`src/rtl/core/crc8fp_pkg.sv`:
```
// Shared types, constants and the CRC-8/ATM byte update for the frame parser.
// No dependencies; used by every module of the parser except crc8fp_ram.
`timescale 1ns / 1ps
`default_nettype none

package crc8fp_pkg;

	localparam logic [7:0] SYNC_FIRST      = 8'hA5;
	localparam logic [7:0] SYNC_SECOND     = 8'h5A;
	localparam logic [7:0] CRC_POLY        = 8'h07;
	localparam logic [3:0] VERSION_RESET   = 4'd4;
	localparam int         MAX_PAYLOAD_DEF = 32;
	localparam int         PIDX_W          = 5;

	// result status codes
	localparam logic [1:0] STAT_GOOD    = 2'd0;
	localparam logic [1:0] STAT_BAD_VER = 2'd1;
	localparam logic [1:0] STAT_BAD_LEN = 2'd2;
	localparam logic [1:0] STAT_BAD_CRC = 2'd3;

	// output register load select
	localparam logic [1:0] OSEL_NONE  = 2'd0;
	localparam logic [1:0] OSEL_ERR   = 2'd1;
	localparam logic [1:0] OSEL_EMPTY = 2'd2;
	localparam logic [1:0] OSEL_PAY   = 2'd3;

	typedef struct packed {
		logic       crc_clr;
		logic       crc_upd;
		logic       vtype_ld;
		logic       seq_ld;
		logic       len_ld;
		logic       pay_wr;
		logic       pos_clr;
		logic       pos_inc;
		logic       rd_en;
		logic [1:0] out_sel;
		logic [1:0] err_code;
	} dp_cmd_t;

	typedef struct packed {
		logic is_sync1;
		logic is_sync2;
		logic ver_ok;
		logic len_ok;
		logic len_byte_zero;
		logic crc_ok;
		logic len_zero;
		logic pay_last;
		logic slot_free;
	} dp_stat_t;

	// CRC-8/ATM, MSB first, one byte
	function automatic logic [7:0] crc8_update(input logic [7:0] crc, input logic [7:0] data);
		logic [7:0] c;
		c = crc ^ data;
		for (int i = 0; i < 8; i++) begin
			if (c[7]) begin
				c = (c << 1) ^ CRC_POLY;
			end else begin
				c = c << 1;
			end
		end
		return c;
	endfunction

endpackage

`default_nettype wire

```
`src/rtl/core/crc8_framed_packet_parser.sv`:
```
// Sync A5 5A / header / length / CRC-8/ATM frame parser, top level.
// Latency: an error or empty-frame result is in the output register the cycle after its byte.
// Throughput: one byte per cycle while the output register is free; a good frame's
// payload run reads each result from the registered payload store, input held.
// Reset (arst_n low, async): hunt state, counters, CRC and headers cleared, version = 4.
// The payload store is not cleared; only entries written in the current frame are read.
`timescale 1ns / 1ps
`default_nettype none

module crc8_framed_packet_parser #(
	parameter int MAX_PAYLOAD = crc8fp_pkg::MAX_PAYLOAD_DEF
) (
	input  wire logic       clk,
	input  wire logic       arst_n,
	input  wire logic       cfg_valid,
	output logic            cfg_ready,
	input  wire logic [3:0] cfg_data,
	input  wire logic       in_valid,
	output logic            in_ready,
	input  wire logic [7:0] rx_byte,
	output logic            out_valid,
	input  wire logic       out_ready,
	output logic [1:0]      status,
	output logic [3:0]      version,
	output logic [3:0]      frame_type,
	output logic [7:0]      sequence_res,
	output logic [5:0]      payload_len,
	output logic            has_payload,
	output logic [7:0]      payload_byte,
	output logic [4:0]      payload_index,
	output logic            last
);

	crc8fp_pkg::dp_cmd_t  cmd;
	crc8fp_pkg::dp_stat_t stat;

	// the user must write the version register only while idle; the block does not enforce it
	assign cfg_ready = 1'b1;

	crc8fp_ctrl u_ctrl (
		.clk      (clk),
		.arst_n   (arst_n),
		.in_valid (in_valid),
		.in_ready (in_ready),
		.stat     (stat),
		.cmd      (cmd)
	);

	crc8fp_datapath #(
		.MAX_PAYLOAD (MAX_PAYLOAD)
	) u_dp (
		.clk            (clk),
		.arst_n         (arst_n),
		.cfg_valid      (cfg_valid),
		.cfg_data       (cfg_data),
		.rx_byte        (rx_byte),
		.cmd            (cmd),
		.stat           (stat),
		.out_ready      (out_ready),
		.out_valid      (out_valid),
		.status         (status),
		.version        (version),
		.frame_type     (frame_type),
		.sequence_res   (sequence_res),
		.payload_len    (payload_len),
		.has_payload    (has_payload),
		.payload_byte   (payload_byte),
		.payload_index  (payload_index),
		.last           (last)
	);

endmodule

`default_nettype wire

```
`src/rtl/core/crc8fp_ram.sv`:
```
// Generic single-write, single-read RAM with registered read data.
// No dependencies.
`timescale 1ns / 1ps
`default_nettype none

module crc8fp_ram #(
	parameter int WIDTH = 8,
	parameter int DEPTH = 32,
	localparam int AW = (DEPTH > 1) ? $clog2(DEPTH) : 1
) (
	input  wire logic             clk,
	input  wire logic             wr_en,
	input  wire logic [AW-1:0]    wr_addr,
	input  wire logic [WIDTH-1:0] wr_data,
	input  wire logic             rd_en,
	input  wire logic [AW-1:0]    rd_addr,
	output logic      [WIDTH-1:0] rd_data
);

	logic [WIDTH-1:0] mem_q [DEPTH];

	always_ff @(posedge clk) begin
		if (wr_en) begin
			mem_q[wr_addr] <= wr_data;
		end
		if (rd_en) begin
			rd_data <= mem_q[rd_addr];
		end
	end

endmodule

`default_nettype wire

```
`src/rtl/core/crc8fp_datapath.sv`:
```
// Parser datapath: version register, running CRC, header fields, payload store,
// position counter and the result register. Depends on crc8fp_pkg, crc8fp_ram.
`timescale 1ns / 1ps
`default_nettype none

module crc8fp_datapath #(
	parameter int MAX_PAYLOAD = crc8fp_pkg::MAX_PAYLOAD_DEF
) (
	input  wire logic                  clk,
	input  wire logic                  arst_n,
	input  wire logic                  cfg_valid,
	input  wire logic [3:0]            cfg_data,
	input  wire logic [7:0]            rx_byte,
	input  wire crc8fp_pkg::dp_cmd_t   cmd,
	output crc8fp_pkg::dp_stat_t       stat,
	input  wire logic                  out_ready,
	output logic                       out_valid,
	output logic [1:0]                 status,
	output logic [3:0]                 version,
	output logic [3:0]                 frame_type,
	output logic [7:0]                 sequence_res,
	output logic [5:0]                 payload_len,
	output logic                       has_payload,
	output logic [7:0]                 payload_byte,
	output logic [4:0]                 payload_index,
	output logic                       last
);

	localparam int AW = (MAX_PAYLOAD > 1) ? $clog2(MAX_PAYLOAD) : 1;

	logic [3:0] ver_q;
	logic [7:0] crc_q;
	logic [7:0] vtype_q;
	logic [7:0] seq_q;
	logic [5:0] len_q;
	logic [crc8fp_pkg::PIDX_W-1:0] pos_q;
	logic [7:0] crc_next;
	logic [5:0] len_m1;
	logic [7:0] rd_data;
	logic       out_valid_q;

	assign crc_next = crc8fp_pkg::crc8_update(crc_q, rx_byte);
	assign len_m1   = len_q - 6'd1;

	assign stat.is_sync1      = rx_byte == crc8fp_pkg::SYNC_FIRST;
	assign stat.is_sync2      = rx_byte == crc8fp_pkg::SYNC_SECOND;
	assign stat.ver_ok        = rx_byte[7:4] == ver_q;
	assign stat.len_ok        = rx_byte <= 8'(MAX_PAYLOAD);
	assign stat.len_byte_zero = rx_byte == 8'h00;
	assign stat.crc_ok        = crc_q == rx_byte;
	assign stat.len_zero      = len_q == 6'd0;
	assign stat.pay_last      = {1'b0, pos_q} == len_m1;
	assign stat.slot_free     = !out_valid_q || out_ready;

	always_ff @(posedge clk or negedge arst_n) begin
		if (!arst_n) begin
			ver_q   <= crc8fp_pkg::VERSION_RESET;
			crc_q   <= 8'h00;
			vtype_q <= 8'h00;
			seq_q   <= 8'h00;
			len_q   <= 6'd0;
			pos_q   <= '0;
		end else begin
			if (cfg_valid) begin
				ver_q <= cfg_data;
			end
			if (cmd.crc_clr) begin
				crc_q <= 8'h00;
			end else if (cmd.crc_upd) begin
				crc_q <= crc_next;
			end
			if (cmd.vtype_ld) begin
				vtype_q <= rx_byte;
			end
			if (cmd.seq_ld) begin
				seq_q <= rx_byte;
			end
			if (cmd.len_ld) begin
				len_q <= rx_byte[5:0];
			end
			if (cmd.pos_clr) begin
				pos_q <= '0;
			end else if (cmd.pos_inc) begin
				pos_q <= pos_q + 1'b1;
			end
		end
	end

	crc8fp_ram #(
		.WIDTH (8),
		.DEPTH (MAX_PAYLOAD)
	) u_store (
		.clk     (clk),
		.wr_en   (cmd.pay_wr),
		.wr_addr (pos_q[AW-1:0]),
		.wr_data (rx_byte),
		.rd_en   (cmd.rd_en),
		.rd_addr (pos_q[AW-1:0]),
		.rd_data (rd_data)
	);

	// result register
	always_ff @(posedge clk or negedge arst_n) begin
		if (!arst_n) begin
			out_valid_q <= 1'b0;
		end else if (cmd.out_sel != crc8fp_pkg::OSEL_NONE) begin
			out_valid_q <= 1'b1;
		end else if (out_ready) begin
			out_valid_q <= 1'b0;
		end
	end

	always_ff @(posedge clk) begin
		case (cmd.out_sel)
			crc8fp_pkg::OSEL_ERR: begin
				status         <= cmd.err_code;
				version        <= 4'd0;
				frame_type     <= 4'd0;
				sequence_res   <= 8'd0;
				payload_len    <= 6'd0;
				has_payload    <= 1'b0;
				payload_byte   <= 8'd0;
				payload_index  <= 5'd0;
				last           <= 1'b1;
			end
			crc8fp_pkg::OSEL_EMPTY: begin
				status         <= crc8fp_pkg::STAT_GOOD;
				version        <= vtype_q[7:4];
				frame_type     <= vtype_q[3:0];
				sequence_res   <= seq_q;
				payload_len    <= len_q;
				has_payload    <= 1'b0;
				payload_byte   <= 8'd0;
				payload_index  <= 5'd0;
				last           <= 1'b1;
			end
			crc8fp_pkg::OSEL_PAY: begin
				status         <= crc8fp_pkg::STAT_GOOD;
				version        <= vtype_q[7:4];
				frame_type     <= vtype_q[3:0];
				sequence_res   <= seq_q;
				payload_len    <= len_q;
				has_payload    <= 1'b1;
				payload_byte   <= rd_data;
				payload_index  <= pos_q;
				last           <= stat.pay_last;
			end
			default: begin
			end
		endcase
	end

	assign out_valid = out_valid_q;

endmodule

`default_nettype wire

```
`src/rtl/core/crc8fp_ctrl.sv`:
```
// Parser controller: sync hunt, header/payload/CRC sequencing and payload readout.
// Depends on crc8fp_pkg; drives crc8fp_datapath through dp_cmd_t.
`timescale 1ns / 1ps
`default_nettype none

module crc8fp_ctrl (
	input  wire logic                  clk,
	input  wire logic                  arst_n,
	input  wire logic                  in_valid,
	output logic                       in_ready,
	input  wire crc8fp_pkg::dp_stat_t  stat,
	output crc8fp_pkg::dp_cmd_t        cmd
);

	localparam logic [3:0] ST_HUNT  = 4'd0;
	localparam logic [3:0] ST_SYNC2 = 4'd1;
	localparam logic [3:0] ST_VTYPE = 4'd2;
	localparam logic [3:0] ST_SEQ   = 4'd3;
	localparam logic [3:0] ST_LEN   = 4'd4;
	localparam logic [3:0] ST_PAY   = 4'd5;
	localparam logic [3:0] ST_CRC   = 4'd6;
	localparam logic [3:0] ST_READ  = 4'd7;
	localparam logic [3:0] ST_EMIT  = 4'd8;

	logic [3:0] state_q;
	logic [3:0] state_nxt;
	logic       byte_state;
	logic       acc;
	logic [3:0] resync_st;

	assign byte_state = (state_q == ST_HUNT) || (state_q == ST_SYNC2) ||
	                    (state_q == ST_VTYPE) || (state_q == ST_SEQ) ||
	                    (state_q == ST_LEN) || (state_q == ST_PAY) ||
	                    (state_q == ST_CRC);
	assign in_ready  = byte_state && stat.slot_free;
	assign acc       = in_valid && in_ready;
	// failing byte may open the next frame
	assign resync_st = stat.is_sync1 ? ST_SYNC2 : ST_HUNT;

	always_comb begin
		cmd       = '0;
		state_nxt = state_q;
		unique case (state_q)
			ST_HUNT: begin
				if (acc && stat.is_sync1) begin
					state_nxt = ST_SYNC2;
				end
			end
			ST_SYNC2: begin
				if (acc) begin
					if (stat.is_sync2) begin
						cmd.crc_clr = 1'b1;
						state_nxt   = ST_VTYPE;
					end else if (!stat.is_sync1) begin
						state_nxt = ST_HUNT;
					end
				end
			end
			ST_VTYPE: begin
				if (acc) begin
					if (stat.ver_ok) begin
						cmd.vtype_ld = 1'b1;
						cmd.crc_upd  = 1'b1;
						state_nxt    = ST_SEQ;
					end else begin
						cmd.out_sel  = crc8fp_pkg::OSEL_ERR;
						cmd.err_code = crc8fp_pkg::STAT_BAD_VER;
						state_nxt    = resync_st;
					end
				end
			end
			ST_SEQ: begin
				if (acc) begin
					cmd.seq_ld  = 1'b1;
					cmd.crc_upd = 1'b1;
					state_nxt   = ST_LEN;
				end
			end
			ST_LEN: begin
				if (acc) begin
					if (stat.len_ok) begin
						cmd.len_ld  = 1'b1;
						cmd.crc_upd = 1'b1;
						cmd.pos_clr = 1'b1;
						state_nxt   = stat.len_byte_zero ? ST_CRC : ST_PAY;
					end else begin
						cmd.out_sel  = crc8fp_pkg::OSEL_ERR;
						cmd.err_code = crc8fp_pkg::STAT_BAD_LEN;
						state_nxt    = resync_st;
					end
				end
			end
			ST_PAY: begin
				if (acc) begin
					cmd.pay_wr  = 1'b1;
					cmd.pos_inc = 1'b1;
					cmd.crc_upd = 1'b1;
					if (stat.pay_last) begin
						state_nxt = ST_CRC;
					end
				end
			end
			ST_CRC: begin
				if (acc) begin
					if (!stat.crc_ok) begin
						cmd.out_sel  = crc8fp_pkg::OSEL_ERR;
						cmd.err_code = crc8fp_pkg::STAT_BAD_CRC;
						state_nxt    = resync_st;
					end else if (stat.len_zero) begin
						cmd.out_sel = crc8fp_pkg::OSEL_EMPTY;
						state_nxt   = ST_HUNT;
					end else begin
						cmd.pos_clr = 1'b1;
						state_nxt   = ST_READ;
					end
				end
			end
			ST_READ: begin
				cmd.rd_en = 1'b1;
				state_nxt = ST_EMIT;
			end
			ST_EMIT: begin
				if (stat.slot_free) begin
					cmd.out_sel = crc8fp_pkg::OSEL_PAY;
					cmd.pos_inc = 1'b1;
					state_nxt   = stat.pay_last ? ST_HUNT : ST_READ;
				end
			end
			default: begin
				state_nxt = ST_HUNT;
			end
		endcase
	end

	always_ff @(posedge clk or negedge arst_n) begin
		if (!arst_n) begin
			state_q <= ST_HUNT;
		end else begin
			state_q <= state_nxt;
		end
	end

endmodule

`default_nettype wire

```
`config.mk`:
```
export PLATFORM = sky130hd
export DESIGN_NAME = crc8_framed_packet_parser
export DESIGN_NICKNAME = d
export VERILOG_FILES = /design/src/rtl/core/crc8fp_pkg.sv /design/src/rtl/core/crc8_framed_packet_parser.sv /design/src/rtl/core/crc8fp_ram.sv /design/src/rtl/core/crc8fp_datapath.sv /design/src/rtl/core/crc8fp_ctrl.sv
export SDC_FILE = /design/constraint.sdc
export NUM_CORES = 1
export LEC_CHECK = 0
export BUFFER_PORTS_ARGS = -buffer_cell sky130_fd_sc_hd__clkbuf_2
export CAP_MARGIN = 20
export CORE_MARGIN = 2
export CORE_UTILIZATION = 55
export CTS_CLUSTER_SIZE = 16
export DETAILED_ROUTE_END_ITERATION = 6
export PLACE_DENSITY = 0.69
export SLEW_MARGIN = 20
export SYNTH_ARGS = -nofsm -noshare
export SYNTH_HDL_FRONTEND = slang
export SYNTH_SLANG_ARGS = --single-unit
```
`constraint.sdc`:
```
create_clock -name clk -period 3.3 [get_ports clk]
set_input_delay 0.33 -clock clk [delete_from_list [all_inputs] [get_ports clk]]
set_output_delay 0.33 -clock clk [all_outputs]
set_load 0.02 [all_outputs]
```
==> flow_summary_export.csv, run 1 <==
group,metric,value,unit
clock_network,cts.sinks,347,
logic_synthesis,synth_edf_count,303,
placed_design,dp.final_hpwl,19800,um
sta,finClkSkew,0.0237,ns
cells_and_area,areaGrowthSynthToFinish,14.9,%
worst_setup_path,critPathBufInv,1,
logic_synthesis,synth_area_leader_cell,"edfxtp_1",
clock_network,clk_pin_slew,0.06,ns
logic_synthesis,avgSynthCellArea,17.9,um2
detailed_routing,dr_total_vias,7642,
worst_setup_path,crit_type,"reg -> reg",
sta,period_share,84.7,%
die,die_area,27100,um2
cells_and_area,final_nets,924,
die,std_cell_rows,58,
logic_synthesis,syn-num-nets,820,
logic_synthesis,synth_area_leaders,"edfxtp_1 (64%), mux4_2 (10%), dfrtp_1 (7.6%)",
clock_network,cts_root_buf,"clkbuf_16",
placed_design,place_area,15100,um2
worst_setup_path,critPathLaunch,"u_ctrl.state_q[1]",
power_and_ir_drop,powerDensity,799,nW/um2
worst_setup_path,end_kind,"register",
sta,maxSlewHeadroom,45.2,%
min_path,min-delay-path-class,"in -> reg",
placed_design,gp_congestion,0.871,
detailed_routing,drt_wl_total,30700,um
power_and_ir_drop,switchingPower,0.00396,W
sta,holdWs,0.0418,ns
global_routing,grt-ovfl-total,0,
cells_and_area,layout-drive-gt1-share,29.3,%
min_path,hp-start,"cfg_data[1]",
clock_network,cts_buffer_depth,3,
global_routing,grt_pass1_vias,7542,
clock_network,cts_tree,"built",
clock_network,h-tree-depth,2,
placed_design,port-buffer-count,57,
worst_setup_path,slowest_delay,0.56,ns
outcome,status,"completed",
detailed_routing,dr.first_iter.drc_count,771,
detailed_routing,wire_per_inst,24.4,um
detailed_routing,drt-met1-wl,12800,um
power_and_ir_drop,internal_power,0.00908,W
detailed_routing,drc,0,
detailed_routing,ant_nets,0,
logic_synthesis,yosysWarnings,0,
logic_synthesis,ys_seq_area_share,71.9,%
die,initial_utilization,56.2,%
detailed_routing,vias_per_cell,6.09,
cells_and_area,n_fill_cell,1746,
sta,slew_violations,0,
flow_run,cap_violations,0,
worst_setup_path,cp_cell_sequence,"nor4bb_1 > and3_1 > nand2_1 > nor2_1 > buf_4",
power_and_ir_drop,total_leakage_power,5.66,nW
worst_setup_path,start_kind,"register",
logic_synthesis,synthCells,794,
worst_setup_path,r2r_start,"u_ctrl.state_q[1]",
worst_setup_path,critPathRequiredTime,3.53,ns
power_and_ir_drop,clockPowerShare,30.0,%
sta,fin_crit,2.80,ns
cells_and_area,num_antenna_cells,0,
worst_setup_path,cp_max_fo,16,
power_and_ir_drop,swShare,30.3,%
cells_and_area,utilization,64.6,%
die,die_y,165,um
logic_synthesis,syn_area,14200,um2
global_routing,grt_usage,23.6,%
power_and_ir_drop,ir_drop,623,uV
sta,rsz0062_at_grt,"false",
placed_design,placedCellCount,1189,
clock_network,clock_latency,0.52,ns
cells_and_area,design_area,16300,um2
logic_synthesis,ys.flop_type,"edfxtp_1",
detailed_routing,top_layer_used,"met4",
die,core,25300,um2
sta,final_hold_viol_count,0,
die,fp.dieW,165,um
power_and_ir_drop,power_frac_seq,43.1,%
clock_network,cts_buffers,36,
logic_synthesis,async_flop_share,12.7,%
sta,worst_pin_slew,0.822,ns
die,pin_count,59,
worst_setup_path,cpMaxStageDelayCell,"dfrtp_1",
global_routing,grt_max_degree,68,
cells_and_area,stdcell_count,1255,
logic_synthesis,yosys_register_bits,347,
logic_synthesis,yosysUniqueCellTypes,63,
sta,max_freq,358,MHz
detailed_routing,firstDrtPassIters,5,
power_and_ir_drop,power_frac_comb,26.9,%
sta,fin_setup_tns,0,ns
global_routing,grt_antenna_before_repair,0,
detailed_routing,dr_wl_met3,2420,um
worst_setup_path,cp_top_family,"simple AND/OR/NAND/NOR gates",
logic_synthesis,synth_top_area_share,64.1,%
sta,setup_viol,0,
global_routing,grt_pass1_wl,46500,um
detailed_routing,dr_wl_met2,14500,um
worst_setup_path,crit_arrival,3.02,ns
layer usage:
metal | up-vias | global-route usage, %
li1 | 3327 | -
met1 | 3921 | 34.1
met2 | 325 | 36.1
met3 | 69 | 5.22
met4 | 0 | 8.10
met5 | - | 0
state kept, by name, summed over array words and instances (netlist names), 5 cells and up:
signal	cells
u_dp.len_q	6
u_dp.seq_q	8
u_dp.crc_q	8
u_dp.pos_q	5
u_dp.sequence_res	8
u_dp.payload_len	6
u_dp.u_store.rd_data	8
u_dp.vtype_q	8
u_dp.u_store.mem_q	256
u_dp.payload_byte	8
u_dp.payload_index	5
synthesized netlist by cell type, types with 8 or more instances:
| cell | instances |
|---|---|
| nor2_1 | 51 |
| nand4_1 | 13 |
| dfrtp_1 | 43 |
| mux2_2 | 24 |
| o21ai_0 | 8 |
| and2_1 | 34 |
| xnor2_1 | 22 |
| a22oi_1 | 32 |
| nand3_1 | 9 |
| ha_1 | 9 |
| edfxtp_1 | 303 |
| buf_2 | 19 |
| xor2_1 | 15 |
| nor3_1 | 11 |
| nand2_1 | 18 |
| clkbuf_1 | 14 |
| mux4_2 | 64 |
area by class of cell:
| type | instances | area (um2) | share of cell area [%] |
|---|---|---|---|
| Sequential cell | 347 | 10200 | 62.6 |
| Multi-Input combinational cell | 392 | 3750 | 23.0 |
| Clock buffer | 50 | 1020 | 6.23 |
| Timing Repair Buffer | 112 | 751 | 4.60 |
| Tap cell | 330 | 413 | 2.53 |
| Clock inverter | 15 | 135 | 0.829 |
| Inverter | 9 | 33.8 | 0.207 |
power groups by stage:
stage	logic [W]	clock network, W	registers [W]
3_3_place_gp	0.00342	0	0.00569
5_1_grt	0.00376	0.00413	0.00567
4_1_cts	0.00350	0.00396	0.00562
3_5_place_dp	0.00347	0	0.00570
2_1_floorplan	0.00246	0	0.00558
6_report	0.00351	0.00391	0.00562
placed cells by master, fill, tap and decap left out, types with 5 or more instances in the layout:
master	instances
clkbuf_2	57
and2_1	34
ha_1	9
nand2b_1	6
xnor2_1	22
nand3_1	9
a22oi_1	32
xor2_1	15
clkbuf_1	10
dfrtp_1	41
inv_1	7
edfxtp_1	303
nand4_1	13
o21ai_0	8
a21oi_1	5
buf_4	50
clkinv_2	8
mux4_2	64
nand2_1	18
nor2_1	51
nand3b_1	5
mux2_2	24
nor3_1	10
clkbuf_16	38
path summary, 6_finish.rpt:
check                      slack [ns]  depth (start not counted)                        to
hold reg to reg                  0.50                          1             u_dp.seq_q[5]
setup reg to reg                 0.50                          5  u_dp.u_store.mem_q[5][6]
setup / recovery                 0.50                          5  u_dp.u_store.mem_q[5][6]
hold / removal                   0.04                          2             u_dp.ver_q[1]
min in group asynchronous        0.41                          2             u_dp.seq_q[1]
max in group asynchronous        2.10                          3             u_dp.ver_q[2]
per-stage QoR:
step,total power (W),setup WS [ns]
3_5_place_dp,0.00917,0.288
5_1_grt,0.0136,0.294
4_1_cts,0.0131,0.517
2_1_floorplan,0.00805,0.202
6_report,0.0130,0.504
3_3_place_gp,0.00911,0.443
cells by family (layout without fill, tap and decap cells):
kind of cell / count (synthesis) / in the layout / synth area share [%]
AO/OA/AOI/OAI: 73 / 73 / 3.79
adder cells (fa/ha/maj): 9 / 9 / 0.794
multiplexers: 89 / 89 / 12.1
flip-flops: 347 / 347 / 71.9
other: 1 / 1 / 0.0264
buffers and inverters: 55 / 186 / 1.80
XOR/XNOR: 37 / 37 / 2.28
AND/OR/NAND/NOR: 183 / 183 / 7.27
timing repair:
item / 4_1_cts / 5_1_grt
hold buffers: 1 / 0
gates resized for setup: 0 / 0
setup buffers: 0 / 0
hold endpoints to repair: 27 / 0
setup endpoints to repair: 0 / 0
Power figures use the tool's default switching activity.
==> run 2, diff against run 1 <==
clock period = 2.7 ns   (was 3.3 ns; I/O delays follow)
==> run 2 against run 1 <==
  * Fmax up 8.5%
  * Die area unchanged
  * Worst setup slack worse by 0.38 ns
  * Final cell count up 2.0%
  * First-iteration DRC count up 14%
  * Total power up 24%
  * Wire length up 4.4%
  * Sequential share of layout area down 0.91 points
  * Global-route usage up 1.2 points
  * Critical endpoint is now u_dp.u_store.mem_q[19][6]
==> flow_summary_export.csv, run 2 (synthesis gave the netlist of run 1 again) <==
group,metric,value,unit
worst_setup_path,crit_type,"reg -> reg",
cells_and_area,utilization,65.5,%
worst_setup_path,slowest_delay,0.49,ns
global_routing,grt-ovfl-total,0,
cells_and_area,mostFrequentLayoutCells,"edfxtp_1 (303), buf_4 (70), mux4_2 (64)",
clock_network,cts.sinks,347,
worst_setup_path,cp_max_fo,8,
cells_and_area,top_register,"u_dp.u_store.mem_q",
power_and_ir_drop,ir_drop,608,uV
die,initial_utilization,56.2,%
power_and_ir_drop,total_leakage_power,5.80,nW
power_and_ir_drop,p_total,0.0162,W
die,die_y,165,um
sta,period_share,95.4,%
cells_and_area,final_nets,948,
power_and_ir_drop,switchingPower,0.00485,W
power_and_ir_drop,power_frac_comb,27.5,%
clock_network,cts_buffers,36,
sta,fin_crit,2.58,ns
worst_setup_path,r2r_start,"u_ctrl.state_q[3]",
sta,worst_pin_slew,0.982,ns
power_and_ir_drop,internal_power,0.0114,W
cells_and_area,largest_reg_flops,256,
worst_setup_path,critPathLaunch,"u_ctrl.state_q[3]",
global_routing,grt_pass1_vias,7912,
die,die_area,27100,um2
cells_and_area,layout-drive-gt1-share,31.1,%
worst_setup_path,cpMaxStageDelayCell,"nor4bb_1",
detailed_routing,drt_wl_total,32000,um
sta,maxSlewHeadroom,34.4,%
sta,slew_violations,0,
global_routing,grt_pass1_wl,48700,um
min_path,min-delay-path-class,"in -> reg",
placed_design,dp.final_hpwl,21800,um
clock_network,h-tree-depth,2,
placed_design,port-buffer-count,57,
flow_run,cap_violations,0,
detailed_routing,drc,0,
die,std_cell_rows,58,
cells_and_area,final_common_cell,"edfxtp_1",
placed_design,placedCellCount,1209,
detailed_routing,dr_total_vias,7772,
sta,max_freq,388,MHz
global_routing,grt_usage,24.8,%
outcome,status,"completed",
clock_network,clk_pin_slew,0.06,ns
detailed_routing,ant_nets,0,
detailed_routing,vias_per_cell,6.07,
cells_and_area,stdcell_count,1280,
global_routing,grt_max_degree,40,
power_and_ir_drop,swShare,29.9,%
sta,finClkSkew,0.0135,ns
power_and_ir_drop,powerDensity,980,nW/um2
sta,setup_viol,0,
cells_and_area,areaGrowthSynthToFinish,16.6,%
sta,final_hold_viol_count,0,
clock_network,cts_setup_buffers,0,
power_and_ir_drop,clockPowerShare,30.6,%
detailed_routing,wire_per_inst,25.0,um
cells_and_area,num_antenna_cells,0,
worst_setup_path,end_kind,"register",
clock_network,clock_latency,0.51,ns
power_and_ir_drop,power_frac_seq,41.9,%
min_path,hp-start,"cfg_valid",
die,core,25300,um2
detailed_routing,firstDrtPassIters,5,
detailed_routing,dr.first_iter.drc_count,882,
clock_network,cts_tree,"built",
sta,rsz0062_at_grt,"false",
worst_setup_path,start_kind,"register",
worst_setup_path,crit_arrival,2.80,ns
clock_network,cts_buffer_depth,3,
sta,fin_setup_tns,0,ns
die,fp.dieW,165,um
global_routing,grt_antenna_before_repair,1,
cells_and_area,n_fill_cell,1727,
clock_network,cts_root_buf,"clkbuf_16",
placed_design,gp_congestion,0.877,
worst_setup_path,critPathRequiredTime,2.92,ns
die,pin_count,59,
worst_setup_path,cp_cell_sequence,"nor4bb_1 > and3_1 > nand2_1 > nor2_1 > buf_4",
run 2: worst paths after layout:
path / slack (ns) / depth (start not counted) / to
min in group asynchronous: 0.37 / 2 / u_dp.seq_q[1]
setup reg to reg: 0.12 / 5 / u_dp.u_store.mem_q[19][6]
setup / recovery: 0.12 / 5 / u_dp.u_store.mem_q[19][6]
hold / removal: 0.07 / 2 / u_dp.ver_q[0]
hold reg to reg: 0.51 / 1 / u_dp.vtype_q[0]
max in group asynchronous: 1.59 / 3 / u_dp.crc_q[4]
run 2: worst max-delay path, delay by kind of cell (launching register included):
kind	cells	cell delay (ns)
simple gates	4	1.62
flops	1	0.45
buf+inv	1	0.22
run 2: final cells by class:
type	count	area (um2)	share of cell area, %
clock buffer	42	945	5.71
clock inverter	24	254	1.53
inverter	9	33.8	0.204
multi-input combinational	392	3750	22.7
sequential	347	10200	61.7
tap	330	413	2.50
timing repair buffer	136	941	5.69
run 2: metal layers:
metal / up-vias / track usage, % / part of all wire, % / wire length (um)
met3: 51 / 6.03 / 8.8 / 2820
met1: 3974 / 35.4 / 41 / 13300
met4: 2 / 6.60 / 2.0 / 652
met2: 352 / 39.0 / 48 / 15300
li1: 3393 / - / - / -
met5: - / 0 / 0.037 / 12
run 2: repair_timing:
item                                    in CTS  in global routing
resized for setup                            0                  2
endpoints found under the hold margin       31                  0
hold buffers                                 5                  0
endpoints found under the setup margin       0                 11
run 2: through the flow:
step	instance area (um2)	setup slack [ns]	hold slack (ns)
after floorplan	14200	0.0133	-0.0256
after global placement	15300	0.139	0.365
after detailed placement	15300	-0.0269	0.379
after CTS	16500	0.147	0.0557
after global routing	16500	0.0177	0.0773
final	16500	0.124	0.0749
run 2: power by group through the flow:
stage | clock network [W] | logic [W] | registers (W)
6_report | 0.00496 | 0.00446 | 0.00680
5_1_grt | 0.00525 | 0.00479 | 0.00685
3_3_place_gp | 0 | 0.00433 | 0.00688
2_1_floorplan | 0 | 0.00301 | 0.00682
3_5_place_dp | 0 | 0.00441 | 0.00690
4_1_cts | 0.00506 | 0.00444 | 0.00679
